[config.mk]
export PLATFORM = sky130hd
export DESIGN_NAME = resource_pack_stream_validator_flat
export DESIGN_NICKNAME = d
export VERILOG_FILES = /design/src/sv/rpsv_pkg.sv /design/src/sv/rpsv_if.sv /design/src/sv/rpsv_parser.sv /design/src/sv/rpsv_queue.sv /design/src/sv/rpsv_verdict.sv /design/src/sv/resource_pack_stream_validator.sv /design/src/flat_wrapper.sv
export SDC_FILE = /design/constraint.sdc
export NUM_CORES = 2
export LEC_CHECK = 0
export ABC_CLOCK_PERIOD_IN_PS = 14880
export BUFFER_PORTS_ARGS = -buffer_cell sky130_fd_sc_hd__buf_2
export CAP_MARGIN = 20
export CORE_UTILIZATION = 35
export CTS_CLUSTER_SIZE = 16
export DETAILED_ROUTE_END_ITERATION = 10
export PLACE_DENSITY_LB_ADDON = 0.3
export SLEW_MARGIN = 20
export SYNTH_ARGS = -nofsm -noshare
export SYNTH_HDL_FRONTEND = slang
export SYNTH_SLANG_ARGS = --single-unit
[constraint.sdc]
create_clock -name clk -period 14.88 [get_ports clk]
set_clock_uncertainty 0.1 [all_clocks]
set_input_delay 1.488 -clock clk [delete_from_list [all_inputs] [get_ports clk]]
set_output_delay 1.488 -clock clk [all_outputs]
set_load 0.1 [all_outputs]
[src/sv/rpsv_pkg.sv]
// Shared types and constants for the resource pack stream validator.
// No dependencies; every other file except rpsv_if imports this package.
package rpsv_pkg;

    localparam int POSITION_WIDTH = 40;
    localparam int LIMIT_WIDTH    = 17;
    localparam int SUM_WIDTH      = 64;
    localparam int CFG_IDX_WIDTH  = 1;

    localparam logic [LIMIT_WIDTH-1:0] HARD_LIMIT = 17'd65536;

    localparam logic [CFG_IDX_WIDTH-1:0] CFG_MAX_ENTRIES   = 1'b0;
    localparam logic [CFG_IDX_WIDTH-1:0] CFG_MAX_NAME_SIZE = 1'b1;

    typedef enum logic [3:0] {
        ERR_NONE         = 4'd0,
        ERR_TOO_SHORT    = 4'd1,
        ERR_RECORDS_LOW  = 4'd2,
        ERR_BAD_COUNT    = 4'd3,
        ERR_DESC_OVERRUN = 4'd4,
        ERR_BAD_NAMESIZE = 4'd5,
        ERR_BAD_NAME     = 4'd6,
        ERR_RECORDS_MISM = 4'd7,
        ERR_PAYLOAD_MISM = 4'd8
    } err_t;

    // End-of-file snapshot handed from the parser to the verdict stage
    typedef struct packed {
        logic [POSITION_WIDTH-1:0] size;
        logic [POSITION_WIDTH-1:0] records_end;
        err_t                      first_error;
        logic                      at_tail;
        logic [SUM_WIDTH-1:0]      payload_sum;
        logic [LIMIT_WIDTH-1:0]    header_count;
    } snap_t;

    typedef struct packed {
        logic not_empty;
        logic not_full;
    } q_status_t;

endpackage

[src/sv/rpsv_if.sv]
// Handshake interfaces for the byte stream and the verdict stream.
// Does not import rpsv_pkg; its field widths are written out as literals.
interface rpsv_byte_if;
    logic       valid;
    logic       ready;
    logic [7:0] data_byte;
    logic       last_byte;
    modport source (output valid, output data_byte, output last_byte, input ready);
    modport sink (input valid, input data_byte, input last_byte, output ready);
endinterface

interface rpsv_result_if;
    logic        valid;
    logic        ready;
    logic        valid_res;
    logic [3:0]  error_code;
    logic [16:0] entries_read;
    logic [32:0] payload_start;
    modport source (output valid, output valid_res, output error_code, output entries_read,
                    output payload_start, input ready);
    modport sink (input valid, input valid_res, input error_code, input entries_read,
                  input payload_start, output ready);
endinterface

[src/sv/rpsv_parser.sv]
// Front end: one byte per cycle unless stalled; tracks layout and flags the first error.
// Depends on rpsv_pkg and rpsv_byte_if; pushes an end-of-file snapshot into the queue.
module rpsv_parser
    import rpsv_pkg::*;
(
    input  logic                     clk,
    input  logic                     rst_n,
    rpsv_byte_if.sink                byte_in,
    input  logic                     cfg_we,
    input  logic [CFG_IDX_WIDTH-1:0] cfg_index,
    input  logic [LIMIT_WIDTH-1:0]   cfg_data,
    input  q_status_t                q_status,
    output logic                     push,
    output snap_t                    snap
);

    typedef enum logic [6:0] {
        PH_RECSIZE  = 7'b0000001,
        PH_COUNT    = 7'b0000010,
        PH_PAYSIZE  = 7'b0000100,
        PH_NAMESIZE = 7'b0001000,
        PH_NAME     = 7'b0010000,
        PH_TAIL     = 7'b0100000,
        PH_HALT     = 7'b1000000
    } phase_t;

    localparam logic [POSITION_WIDTH-1:0] POS_MAX = '1;

    phase_t                    phase_reg, phase_next;
    logic [1:0]                idx_reg, idx_next;
    logic [23:0]               shift_reg, shift_next;
    logic [POSITION_WIDTH-1:0] pos_reg, pos_next;
    logic [POSITION_WIDTH-1:0] rend_reg, rend_next;
    logic [LIMIT_WIDTH-1:0]    left_reg, left_next;
    logic [LIMIT_WIDTH-1:0]    count_reg, count_next;
    logic [LIMIT_WIDTH-1:0]    nleft_reg, nleft_next;
    logic [1:0]                pend_reg, pend_next;
    logic [20:0]               rune_reg, rune_next;
    logic                      vis_reg, vis_next;
    logic [SUM_WIDTH-1:0]      sum_reg, sum_next;
    err_t                      err_reg, err_next;
    logic [LIMIT_WIDTH-1:0]    max_ent_reg, max_name_reg;

    logic                      accept;
    logic [LIMIT_WIDTH-1:0]    cap_ent, cap_name;
    logic [POSITION_WIDTH-1:0] nxt;
    logic [31:0]               v;
    logic [7:0]                b;
    logic                      byte_ok;
    logic                      rune_done;
    logic [20:0]               rune;
    logic                      rune_bad;

    assign byte_in.ready = q_status.not_full;
    assign accept        = byte_in.valid & byte_in.ready;
    assign b             = byte_in.data_byte;
    assign cap_ent       = (max_ent_reg > HARD_LIMIT) ? HARD_LIMIT : max_ent_reg;
    assign cap_name      = (max_name_reg > HARD_LIMIT) ? HARD_LIMIT : max_name_reg;
    assign nxt           = (pos_reg == POS_MAX) ? pos_reg : pos_reg + 1'b1;
    assign v             = {b, shift_reg};

    always_comb
    begin
        phase_next = phase_reg;
        idx_next   = idx_reg;
        shift_next = shift_reg;
        rend_next  = rend_reg;
        left_next  = left_reg;
        count_next = count_reg;
        nleft_next = nleft_reg;
        pend_next  = pend_reg;
        rune_next  = rune_reg;
        vis_next   = vis_reg;
        sum_next   = sum_reg;
        err_next   = err_reg;
        byte_ok    = 1'b1;
        rune_done  = 1'b0;
        rune       = 21'(b);
        rune_bad   = 1'b0;

        // descriptor must start at least four bytes before the records end
        if ((phase_reg == PH_PAYSIZE || phase_reg == PH_NAMESIZE) && idx_reg == 2'd0 &&
            (65'(pos_reg) + 65'd4 > 65'(rend_reg)))
        begin
            err_next   = ERR_DESC_OVERRUN;
            phase_next = PH_HALT;
        end

        if (phase_next inside {PH_RECSIZE, PH_COUNT, PH_PAYSIZE, PH_NAMESIZE})
        begin
            if (idx_reg != 2'd3)
            begin
                shift_next[idx_reg*8 +: 8] = b;
                idx_next = idx_reg + 2'd1;
            end
            else
            begin
                idx_next   = 2'd0;
                shift_next = '0;
                case (phase_next)
                    PH_RECSIZE:
                    begin
                        rend_next = POSITION_WIDTH'(v) + POSITION_WIDTH'(4);
                        if (v < 32'd4)
                        begin
                            err_next   = ERR_RECORDS_LOW;
                            phase_next = PH_HALT;
                        end
                        else
                        begin
                            phase_next = PH_COUNT;
                        end
                    end
                    PH_COUNT:
                    begin
                        if (v == 32'd0 || v > 32'(cap_ent))
                        begin
                            err_next   = ERR_BAD_COUNT;
                            phase_next = PH_HALT;
                        end
                        else
                        begin
                            count_next = v[LIMIT_WIDTH-1:0];
                            left_next  = v[LIMIT_WIDTH-1:0];
                            phase_next = PH_PAYSIZE;
                        end
                    end
                    PH_PAYSIZE:
                    begin
                        sum_next   = sum_reg + SUM_WIDTH'(v);
                        phase_next = PH_NAMESIZE;
                    end
                    default:
                    begin
                        if (v == 32'd0 || v > 32'(cap_name) ||
                            (65'(nxt) + 65'(v) > 65'(rend_reg)))
                        begin
                            err_next   = ERR_BAD_NAMESIZE;
                            phase_next = PH_HALT;
                        end
                        else
                        begin
                            nleft_next = v[LIMIT_WIDTH-1:0];
                            pend_next  = 2'd0;
                            rune_next  = '0;
                            vis_next   = 1'b0;
                            phase_next = PH_NAME;
                        end
                    end
                endcase
            end
        end
        else if (phase_next == PH_NAME)
        begin
            // UTF-8 decode: lead byte opens a sequence, continuations fill it
            if (pend_reg == 2'd0)
            begin
                if (b < 8'h80)
                begin
                    rune_done = 1'b1;
                end
                else if ((b & 8'hE0) == 8'hC0)
                begin
                    rune_next = 21'(b & 8'h1F);
                    pend_next = 2'd1;
                end
                else if ((b & 8'hF0) == 8'hE0)
                begin
                    rune_next = 21'(b & 8'h0F);
                    pend_next = 2'd2;
                end
                else if ((b & 8'hF8) == 8'hF0)
                begin
                    rune_next = 21'(b & 8'h07);
                    pend_next = 2'd3;
                end
                else
                begin
                    byte_ok = 1'b0;
                end
            end
            else if ((b & 8'hC0) != 8'h80)
            begin
                byte_ok = 1'b0;
            end
            else
            begin
                rune_next = {rune_reg[14:0], b[5:0]};
                pend_next = pend_reg - 2'd1;
                rune      = rune_next;
                rune_done = (pend_next == 2'd0);
            end

            if (rune_done)
            begin
                rune_bad = (rune == 21'd0) || (rune < 21'h20 && rune != 21'h09) ||
                           (rune == 21'h7F);
                if (rune_bad)
                begin
                    byte_ok = 1'b0;
                end
                else if (rune != 21'h20 && rune != 21'h09)
                begin
                    vis_next = 1'b1;
                end
            end

            if (!byte_ok)
            begin
                err_next   = ERR_BAD_NAME;
                phase_next = PH_HALT;
            end
            else
            begin
                nleft_next = nleft_reg - 1'b1;
                if (nleft_next == '0)
                begin
                    if (pend_next != 2'd0 || !vis_next)
                    begin
                        err_next   = ERR_BAD_NAME;
                        phase_next = PH_HALT;
                    end
                    else
                    begin
                        left_next = left_reg - 1'b1;
                        if (left_next != '0)
                        begin
                            phase_next = PH_PAYSIZE;
                        end
                        else if (nxt != rend_reg)
                        begin
                            err_next   = ERR_RECORDS_MISM;
                            phase_next = PH_HALT;
                        end
                        else
                        begin
                            phase_next = PH_TAIL;
                        end
                    end
                end
            end
        end
        pos_next = nxt;
    end

    assign push               = accept & byte_in.last_byte;
    assign snap.size          = pos_next;
    assign snap.records_end   = rend_next;
    assign snap.first_error   = err_next;
    assign snap.at_tail       = (phase_next == PH_TAIL);
    assign snap.payload_sum   = sum_next;
    assign snap.header_count  = count_next;

    always_ff @(posedge clk or negedge rst_n)
    begin
        if (!rst_n)
        begin
            max_ent_reg  <= HARD_LIMIT;
            max_name_reg <= HARD_LIMIT;
        end
        else if (cfg_we)
        begin
            if (cfg_index == CFG_MAX_ENTRIES)
            begin
                max_ent_reg <= cfg_data;
            end
            if (cfg_index == CFG_MAX_NAME_SIZE)
            begin
                max_name_reg <= cfg_data;
            end
        end
    end

    always_ff @(posedge clk or negedge rst_n)
    begin
        if (!rst_n)
        begin
            phase_reg <= PH_RECSIZE;
            idx_reg   <= '0;
            shift_reg <= '0;
            pos_reg   <= '0;
            rend_reg  <= '0;
            left_reg  <= '0;
            count_reg <= '0;
            nleft_reg <= '0;
            pend_reg  <= '0;
            rune_reg  <= '0;
            vis_reg   <= 1'b0;
            sum_reg   <= '0;
            err_reg   <= ERR_NONE;
        end
        else if (accept)
        begin
            if (byte_in.last_byte)
            begin
                // file done: restart for the next one
                phase_reg <= PH_RECSIZE;
                idx_reg   <= '0;
                shift_reg <= '0;
                pos_reg   <= '0;
                rend_reg  <= '0;
                left_reg  <= '0;
                count_reg <= '0;
                nleft_reg <= '0;
                pend_reg  <= '0;
                rune_reg  <= '0;
                vis_reg   <= 1'b0;
                sum_reg   <= '0;
                err_reg   <= ERR_NONE;
            end
            else
            begin
                phase_reg <= phase_next;
                idx_reg   <= idx_next;
                shift_reg <= shift_next;
                pos_reg   <= pos_next;
                rend_reg  <= rend_next;
                left_reg  <= left_next;
                count_reg <= count_next;
                nleft_reg <= nleft_next;
                pend_reg  <= pend_next;
                rune_reg  <= rune_next;
                vis_reg   <= vis_next;
                sum_reg   <= sum_next;
                err_reg   <= err_next;
            end
        end
    end

endmodule

[src/sv/rpsv_queue.sv]
// Two-entry queue of end-of-file snapshots between parser and verdict stage.
// Depends on rpsv_pkg.
module rpsv_queue
    import rpsv_pkg::*;
(
    input  logic      clk,
    input  logic      rst_n,
    input  logic      push,
    input  snap_t     push_data,
    input  logic      pop,
    output snap_t     head,
    output q_status_t status
);

    snap_t      mem_reg [2];
    logic       wr_reg, rd_reg;
    logic [1:0] cnt_reg;

    assign status.not_empty = (cnt_reg != 2'd0);
    assign status.not_full  = (cnt_reg != 2'd2);
    assign head             = mem_reg[rd_reg];

    always_ff @(posedge clk)
    begin
        if (push)
        begin
            mem_reg[wr_reg] <= push_data;
        end
    end

    always_ff @(posedge clk or negedge rst_n)
    begin
        if (!rst_n)
        begin
            wr_reg  <= 1'b0;
            rd_reg  <= 1'b0;
            cnt_reg <= 2'd0;
        end
        else
        begin
            if (push)
            begin
                wr_reg <= ~wr_reg;
            end
            if (pop)
            begin
                rd_reg <= ~rd_reg;
            end
            cnt_reg <= cnt_reg + {1'b0, push} - {1'b0, pop};
        end
    end

endmodule

[src/sv/rpsv_verdict.sv]
// Back end: ranks the end-of-file checks into one error code and holds the result.
// Depends on rpsv_pkg and rpsv_result_if.
module rpsv_verdict
    import rpsv_pkg::*;
(
    input  logic          clk,
    input  logic          rst_n,
    input  snap_t         head,
    input  q_status_t     q_status,
    output logic          pop,
    rpsv_result_if.source verdict_out
);

    logic                  out_valid_reg;
    logic                  res_reg;
    err_t                  code_reg;
    logic [16:0]           count_reg;
    logic [32:0]           start_reg;
    err_t                  code;
    logic [SUM_WIDTH-1:0]  tail_len;

    assign pop      = q_status.not_empty & (~out_valid_reg | verdict_out.ready);
    assign tail_len = SUM_WIDTH'(head.size) - SUM_WIDTH'(head.records_end);

    always_comb
    begin
        if (head.size < POSITION_WIDTH'(8))
            code = ERR_TOO_SHORT;
        else if (head.first_error == ERR_RECORDS_LOW)
            code = ERR_RECORDS_LOW;
        else if (head.records_end > head.size)
            code = ERR_TOO_SHORT;
        else if (head.first_error != ERR_NONE)
            code = head.first_error;
        else if (!head.at_tail)
            code = ERR_DESC_OVERRUN;
        else if (head.payload_sum != tail_len)
            code = ERR_PAYLOAD_MISM;
        else
            code = ERR_NONE;
    end

    always_ff @(posedge clk)
    begin
        if (pop)
        begin
            res_reg   <= (code == ERR_NONE);
            code_reg  <= code;
            count_reg <= head.header_count;
            start_reg <= 33'(head.records_end);
        end
    end

    always_ff @(posedge clk or negedge rst_n)
    begin
        if (!rst_n)
        begin
            out_valid_reg <= 1'b0;
        end
        else if (pop)
        begin
            out_valid_reg <= 1'b1;
        end
        else if (verdict_out.ready)
        begin
            out_valid_reg <= 1'b0;
        end
    end

    assign verdict_out.valid         = out_valid_reg;
    assign verdict_out.valid_res     = res_reg;
    assign verdict_out.error_code    = code_reg;
    assign verdict_out.entries_read  = count_reg;
    assign verdict_out.payload_start = start_reg;

endmodule

[src/sv/resource_pack_stream_validator.sv]
// Top level of the resource pack stream validator: parser, snapshot queue, verdict stage.
// Depends on rpsv_pkg, rpsv_if, rpsv_parser, rpsv_queue and rpsv_verdict.
//
// channel      dir  transaction           fields
// byte_in      in   one file byte         data_byte[7:0], last_byte
// verdict_out  out  one verdict per file  valid_res, error_code[3:0],
//                                         entries_read[16:0], payload_start[32:0]
// cfg          in   register write        cfg_we, cfg_index[0:0], cfg_data[16:0]
//
// One byte per cycle while byte_in is not stalled; the parser's per-byte state update sets the rate.
// After the edge that takes its last byte, a verdict passes through the queue entry and then
// the output register; a stalled verdict_out holds it in the queue.
// Reset restores both limits to 65536 and clears the parser; no clearing pass.
// byte_in stalls only when two verdicts wait behind a stalled verdict_out.
module resource_pack_stream_validator
    import rpsv_pkg::*;
(
    input  logic                     clk,
    input  logic                     rst_n,
    rpsv_byte_if.sink                byte_in,
    rpsv_result_if.source            verdict_out,
    input  logic                     cfg_we,
    input  logic [CFG_IDX_WIDTH-1:0] cfg_index,
    input  logic [LIMIT_WIDTH-1:0]   cfg_data
);

    q_status_t q_status;
    logic      push, pop;
    snap_t     snap, head;

    rpsv_parser u_parser (
        .clk       (clk),
        .rst_n     (rst_n),
        .byte_in   (byte_in),
        .cfg_we    (cfg_we),
        .cfg_index (cfg_index),
        .cfg_data  (cfg_data),
        .q_status  (q_status),
        .push      (push),
        .snap      (snap)
    );

    rpsv_queue u_queue (
        .clk       (clk),
        .rst_n     (rst_n),
        .push      (push),
        .push_data (snap),
        .pop       (pop),
        .head      (head),
        .status    (q_status)
    );

    rpsv_verdict u_verdict (
        .clk         (clk),
        .rst_n       (rst_n),
        .head        (head),
        .q_status    (q_status),
        .pop         (pop),
        .verdict_out (verdict_out)
    );

endmodule
[src/flat_wrapper.sv]
// flat-port wrapper written by rule: the top's interface ports become plain ports
module resource_pack_stream_validator_flat import rpsv_pkg::*;
  (clk, rst_n, cfg_we, cfg_index, cfg_data, byte_in_valid, byte_in_data_byte, byte_in_last_byte, byte_in_ready, verdict_out_valid, verdict_out_valid_res, verdict_out_error_code, verdict_out_entries_read, verdict_out_payload_start, verdict_out_ready);
  rpsv_byte_if byte_in_i ();
  rpsv_result_if verdict_out_i ();
  input  logic clk;
  input  logic rst_n;
  input  logic cfg_we;
  input  logic [CFG_IDX_WIDTH-1:0] cfg_index;
  input  logic [LIMIT_WIDTH-1:0] cfg_data;
  input wire logic [$bits(byte_in_i.valid)-1:0] byte_in_valid;
  input wire logic [$bits(byte_in_i.data_byte)-1:0] byte_in_data_byte;
  input wire logic [$bits(byte_in_i.last_byte)-1:0] byte_in_last_byte;
  output wire logic [$bits(byte_in_i.ready)-1:0] byte_in_ready;
  output wire logic [$bits(verdict_out_i.valid)-1:0] verdict_out_valid;
  output wire logic [$bits(verdict_out_i.valid_res)-1:0] verdict_out_valid_res;
  output wire logic [$bits(verdict_out_i.error_code)-1:0] verdict_out_error_code;
  output wire logic [$bits(verdict_out_i.entries_read)-1:0] verdict_out_entries_read;
  output wire logic [$bits(verdict_out_i.payload_start)-1:0] verdict_out_payload_start;
  input wire logic [$bits(verdict_out_i.ready)-1:0] verdict_out_ready;
  assign byte_in_i.valid = byte_in_valid;
  assign byte_in_i.data_byte = byte_in_data_byte;
  assign byte_in_i.last_byte = byte_in_last_byte;
  assign byte_in_ready = byte_in_i.ready;
  assign verdict_out_valid = verdict_out_i.valid;
  assign verdict_out_valid_res = verdict_out_i.valid_res;
  assign verdict_out_error_code = verdict_out_i.error_code;
  assign verdict_out_entries_read = verdict_out_i.entries_read;
  assign verdict_out_payload_start = verdict_out_i.payload_start;
  assign verdict_out_i.ready = verdict_out_ready;
  resource_pack_stream_validator u_core (.clk(clk), .rst_n(rst_n), .byte_in(byte_in_i), .verdict_out(verdict_out_i), .cfg_we(cfg_we), .cfg_index(cfg_index), .cfg_data(cfg_data));
endmodule
# [Word-level counts from Yosys, hierarchy flattened]
# Memories as Yosys holds them, arrays and structs flattened.
# Index checks and enable logic that the tools add are counted.
[totals] ff_bits=344 latch_bits=0 ramBits=332 rom_bits=0 in_bits=32 output_inout_bits=57 word_cells=259 memories=1
[memory_table] memory="u_core.u_queue.mem_reg" depth=2 word_bits=166 rd=1 rd_clocked_by_memory_dff=0 write_ports=1 line="rpsv_queue.sv:15" text="snap_t mem_reg [2];"
[classes] n_addsub=13 n_mul=0 n_div=0 n_lt_le_gt_ge=11 n_eq_ne=30 n_shift=2 n_mux=134 bitwise_logic=8 reduce_logical=37
[op_table] op="two-way mux 17 bit" count=23
[op_table] op="two-way mux 64 bit" count=4
[op_table] op="two-way mux 40 bit" count=6
[op_table] op="two-way mux 15 bit" count=12
[op_table] op="two-way mux 7 bit" count=13
[op_table] op="two-way mux 21 bit" count=4
[op_table] op="> comparator 41 x 40 -> 1 bit" count=2
[op_table] op="two-way mux 4 bit" count=19
[op_table] op="two-way mux 24 bit" count=3
[op_table] op="adder 64 x 32 -> 64 bit" count=1
[op_table] op="> comparator 32 x 17 -> 1 bit" count=2
[op_table] op="inequality test 64 bit" count=1
[op_table] op="adder 40 x 3 -> 41 bit, second input constant" count=1
[op_table] op="adder 40 x 32 -> 41 bit" count=1
[op_table] op="subtractor 40 x 40 -> 41 bit" count=1
[op_table] op="adder 40 x 1 -> 40 bit, second input constant" count=1
[op_table] op="equality test 40 bit, second input constant" count=1
[op_table] op="> comparator 40 bit" count=1
[op_table] op="< comparator 40 x 4 -> 1 bit, second input constant" count=1
[op_table] op="inequality test 40 bit" count=1
[op_table] op="> comparator 17 bit, second input constant" count=2
[op_table] op="two-way mux 2 bit" count=17
[op_table] op="negator 5 -> 34 bit" count=1
[op_table] op="variable shift 8 x 34 -> 24 bit, first input constant" count=1
[op_table] op="51 further kinds" count=116

# [Logic depth before layout (Yosys ltp)]
[depth] depth_word=24 depth_mapped=33 mapped_depth_nobuf=30

# [Hierarchy]
# Synthesis repeated with hierarchy kept, for this count alone.
[unflattened] hier_cells=4211 area_unflattened_um2=42967.5
[by_module_without_submodules] mod="rpsv_parser" n_inst=1 cells_each=3031 area_each_um2=24712.5 seq_area_each_um2=7110.6
[by_module_without_submodules] mod="rpsv_queue" n_inst=1 cells_each=532 area_each_um2=12721.0 seq_area_each_um2=10069.7
[by_module_without_submodules] mod="rpsv_verdict" n_inst=1 cells_each=648 area_each_um2=5534.1 seq_area_each_um2=1676.6

# [Worst setup path after synthesis]
# No wires, ideal clock.
[synth_path] path_type="input port to flip-flop" from="in byte_in_last_byte" to="mem u_core.u_queue.mem_reg[0][0] (netlist name) (enable)" setup_ns=0.695 t_arrival_ns=9.074 t_required_ns=14.085 setup_slack_ns=5.011 cell_stages=4 path_buffers=2 path_cell_list="clkbuf_1 clkbuf_1 nand2_1 nor2_1"
[synth_via] elab_chain_len=3
[synth_rtl] element="from (decl)" line="flat_wrapper.sv:13" text="input wire logic [$bits(byte_in_i.last_byte)-1:0] byte_in_last_byte;"
[synth_rtl] element="bitwise AND 1 bit" line="rpsv_parser.sv:246" text="assign push = accept & byte_in.last_byte;"
[synth_rtl] element="two-way mux 1 bit" line="rpsv_queue.sv:25" text="if (push)"
[synth_rtl] element="two-way mux 1 bit (not written as such)" line="rpsv_queue.sv:27" text="mem_reg[wr_reg] <= push_data;"
[synth_rtl] element="to (decl)" line="rpsv_queue.sv:15"
# No other way between the ends.

==> metrics.yaml <==
path_class: "reg2reg"
first_global_vias: 33300
place.gp.congestion: 0.998
grt_max_degree: 135
grt_pass1_wl_mm: 232
worst_setup_path_start_kind: "flip-flop"
clkSinkCount: 676
numCtsBuffers: 79
placed_area_mm2: 0.0448
synth_nets: 4620
initial_core_util_pct: 35.4
wirelength_mm: 160
design_area_mm2: 0.0476
vdd_ir_drop_max_mv: 0.205
tns_ns: 0
area_delta_synth_final_pct: 11.5
synth.top_cell.area_share_pct: 27.2
overflow: 0
outcome: "completed"
fillers: 12000
core_mm2: 0.120
layout-drive-gt1-share_pct: 10.5
crit_fanout: 15
wire_per_inst_um: 26.5
cp.required_ns: 15.36
holdBufCountCts: 0
path_clk_slew_ns: 0.06
grt_usage_pct: 25.6
cpPeakStageDelay_ns: 0.91
vias_per_cell: 5.91
power.leakage_nw: 19.4
postCtsResizedCells: 0
fmax_mhz: 99.4
finish.utilization_pct: 39.5
max_cap_viol_count: 0
dpl.hpwl_mm: 119
die_area_mm2: 0.123
critical_path_arrival_ns: 10.54
slew_viol_final: 0
nets: 4639
worstMarginPinSlew_ns: 1.24
setup-violations-final: 0
yosys_register_bits: 676
htreeDepth: 3
synth_area_mm2: 0.0427
pre_cts_slack_ns: 5.22
die_w_um: 351
power.density_mw_per_mm2: 173
cts_buffer_depth: 3
setup_ws_ns: 4.82
worstSetupEndpointType: "flip-flop"
hold_violations: 0
dieHeight_um: 351
rsz0062_at_grt: "false"
avgSynthCellArea_um2: 9.81
largest_reg_flops: 332
regArea_mm2: 0.0189
drc: 0
antenna_left: 0
fin_crit_ns: 10.06
synth_cells: 4349
cpMostUsedCell: "ha_1"
yosysSeqAreaShare_pct: 44.2
yosysUniqueCellTypes: 106
dr.pass1.iters: 5
antenna_found_initial: 5
synthArstFlopShare_pct: 42.8
synth_edf_count: 387
yosysTopAreaCell: "edfxtp_1"
port_buffers: 88
insertion_delay_ns: 0.68
multi_input_area_mm2: 0.0224
yosysWarnings: 0
finalCritPeriodShare_pct: 67.6
rows: 127
cts_setup_buffers: 0
drtIter0Drc: 4095
num_vias: 35700
io_pins: 89
cpMaxStageDelayCell: "nor3_2"
synthTopCellsByArea: "edfxtp_1 (27%), dfrtp_1 (17%), ha_1 (6.9%)"
synthFlopType: "edfxtp_1"
cts_root_buf: "clkbuf_16"
tritoncts: "done"
slew_headroom_pct: 16.4
hp-class: "reg2reg"
## placed cells by master, fill, tap and decap left out, drive strengths merged, types with 24 or more instances in the layout
master / n
a211oi: 29
a21o: 61
a21oi: 204
a22o: 63
a31oi: 32
and2: 42
and3: 44
and4: 24
buf: 162
clkbuf: 106
clkinv: 24
dfrtp: 286
edfxtp: 387
ha: 236
inv: 156
mux2: 110
mux2i: 125
nand2: 478
nand2b: 37
nand3: 138
nand4: 117
nor2: 297
nor2b: 29
nor3: 93
nor4: 88
o211ai: 36
o21ai: 331
o22ai: 31
o31ai: 42
or3: 29
xnor2: 169
xor2: 113
## critical path: cells and delay by family, from the launching register on
kind,cells,cell delay (ns)
buffers and inverters,1,0.31
DFF,1,0.56
AOI/OAI and AO/OA,13,4.13
xor gates and xnor gates,2,0.33
and+or+nand+nor,9,3.50
adders and majority gates,3,1.06
## layer usage
metal	routed length, um	part of all wire (%)	track usage [%]	vias up
met5	7	0.0044	0	-
met4	6360	4.0	9.44	2
met3	11600	7.2	4.10	300
met2	70700	44	39.4	1487
met1	71500	45	36.2	17700
li1	-	-	-	16200
## synthesized netlist by cell type, types with 11 or more instances
library cell	count
clkbuf_1	155
a21oi_1	203
nand3_1	134
buf_1	25
o2111ai_1	13
or2_2	18
buf_2	32
nor4_1	83
nand2b_1	36
mux2_2	110
and3_1	44
o31ai_1	40
o31a_1	16
mux2i_1	125
o21ai_0	323
o211ai_1	34
dfrtp_1	286
a31oi_1	31
a221oi_1	11
or3_1	28
ha_1	236
nand4_1	113
and4_1	24
a22oi_1	14
a22o_1	63
a211oi_1	29
nand2_1	478
nor3_1	89
o22ai_1	31
nor2_1	296
o21bai_1	13
and2_1	41
or4_1	21
a21o_1	61
nor2b_1	29
o21a_1	23
xnor2_1	168
xor2_1	113
edfxtp_1	387
inv_1	154
## logic make-up after synthesis
family                     after synthesis  share of synthesized area [%]
AOI/OAI and AO/OA                     1038                           15.9
buffers and inverters                  380                           3.55
and+or+nand+nor                       1497                           17.5
DFF                                    676                           44.2
xor gates and xnor gates               284                           5.94
muxes                                  235                           5.84
adders and majority gates              239                           7.06
## power by group
part / internal (mW) / switching (mW)
Combinational: 1.09 / 2.57
Clock: 1.20 / 0.846
Sequential: 2.33 / 0.222
## worst paths after layout
path,start,to,slack [ns],cells past startpoint
setup / recovery,u_core.u_parser.pos_reg[2],u_core.u_parser.nleft_reg[15],4.82,28
hold / removal,u_core.u_parser.rune_reg[12],u_core.u_parser.rune_reg[12],0.39,2
setup reg to reg,u_core.u_parser.pos_reg[2],u_core.u_parser.nleft_reg[15],4.82,28
hold reg to reg,u_core.u_parser.rune_reg[12],u_core.u_parser.rune_reg[12],0.39,2
max in group asynchronous,rst_n,u_core.u_parser.pos_reg[32],12.40,2
min in group asynchronous,rst_n,u_core.u_parser.pos_reg[6],0.78,1
## layout make-up
type,instances,share of cell area (%)
diodes,3,0.0158
clock buffers,105,4.40
clock inverters,41,1.28
inverters,155,1.22
multi-input cells,3293,47.0
flip-flops and latches,676,39.6
well taps,1612,4.24
repair buffers,163,2.16
## through the flow
stage | hold slack (ns) | std cells | total power [mW]
floorplan | 0.350 | 4349 | 5.05
global placement | 0.367 | 5897 | 6.15
detailed placement | 0.374 | 5898 | 6.16
CTS | 0.391 | 6044 | 8.23
global route | 0.417 | 6046 | 8.62
finish | 0.390 | 6048 | 8.25
No activity file was read; power rests on OpenSTA's default activity.
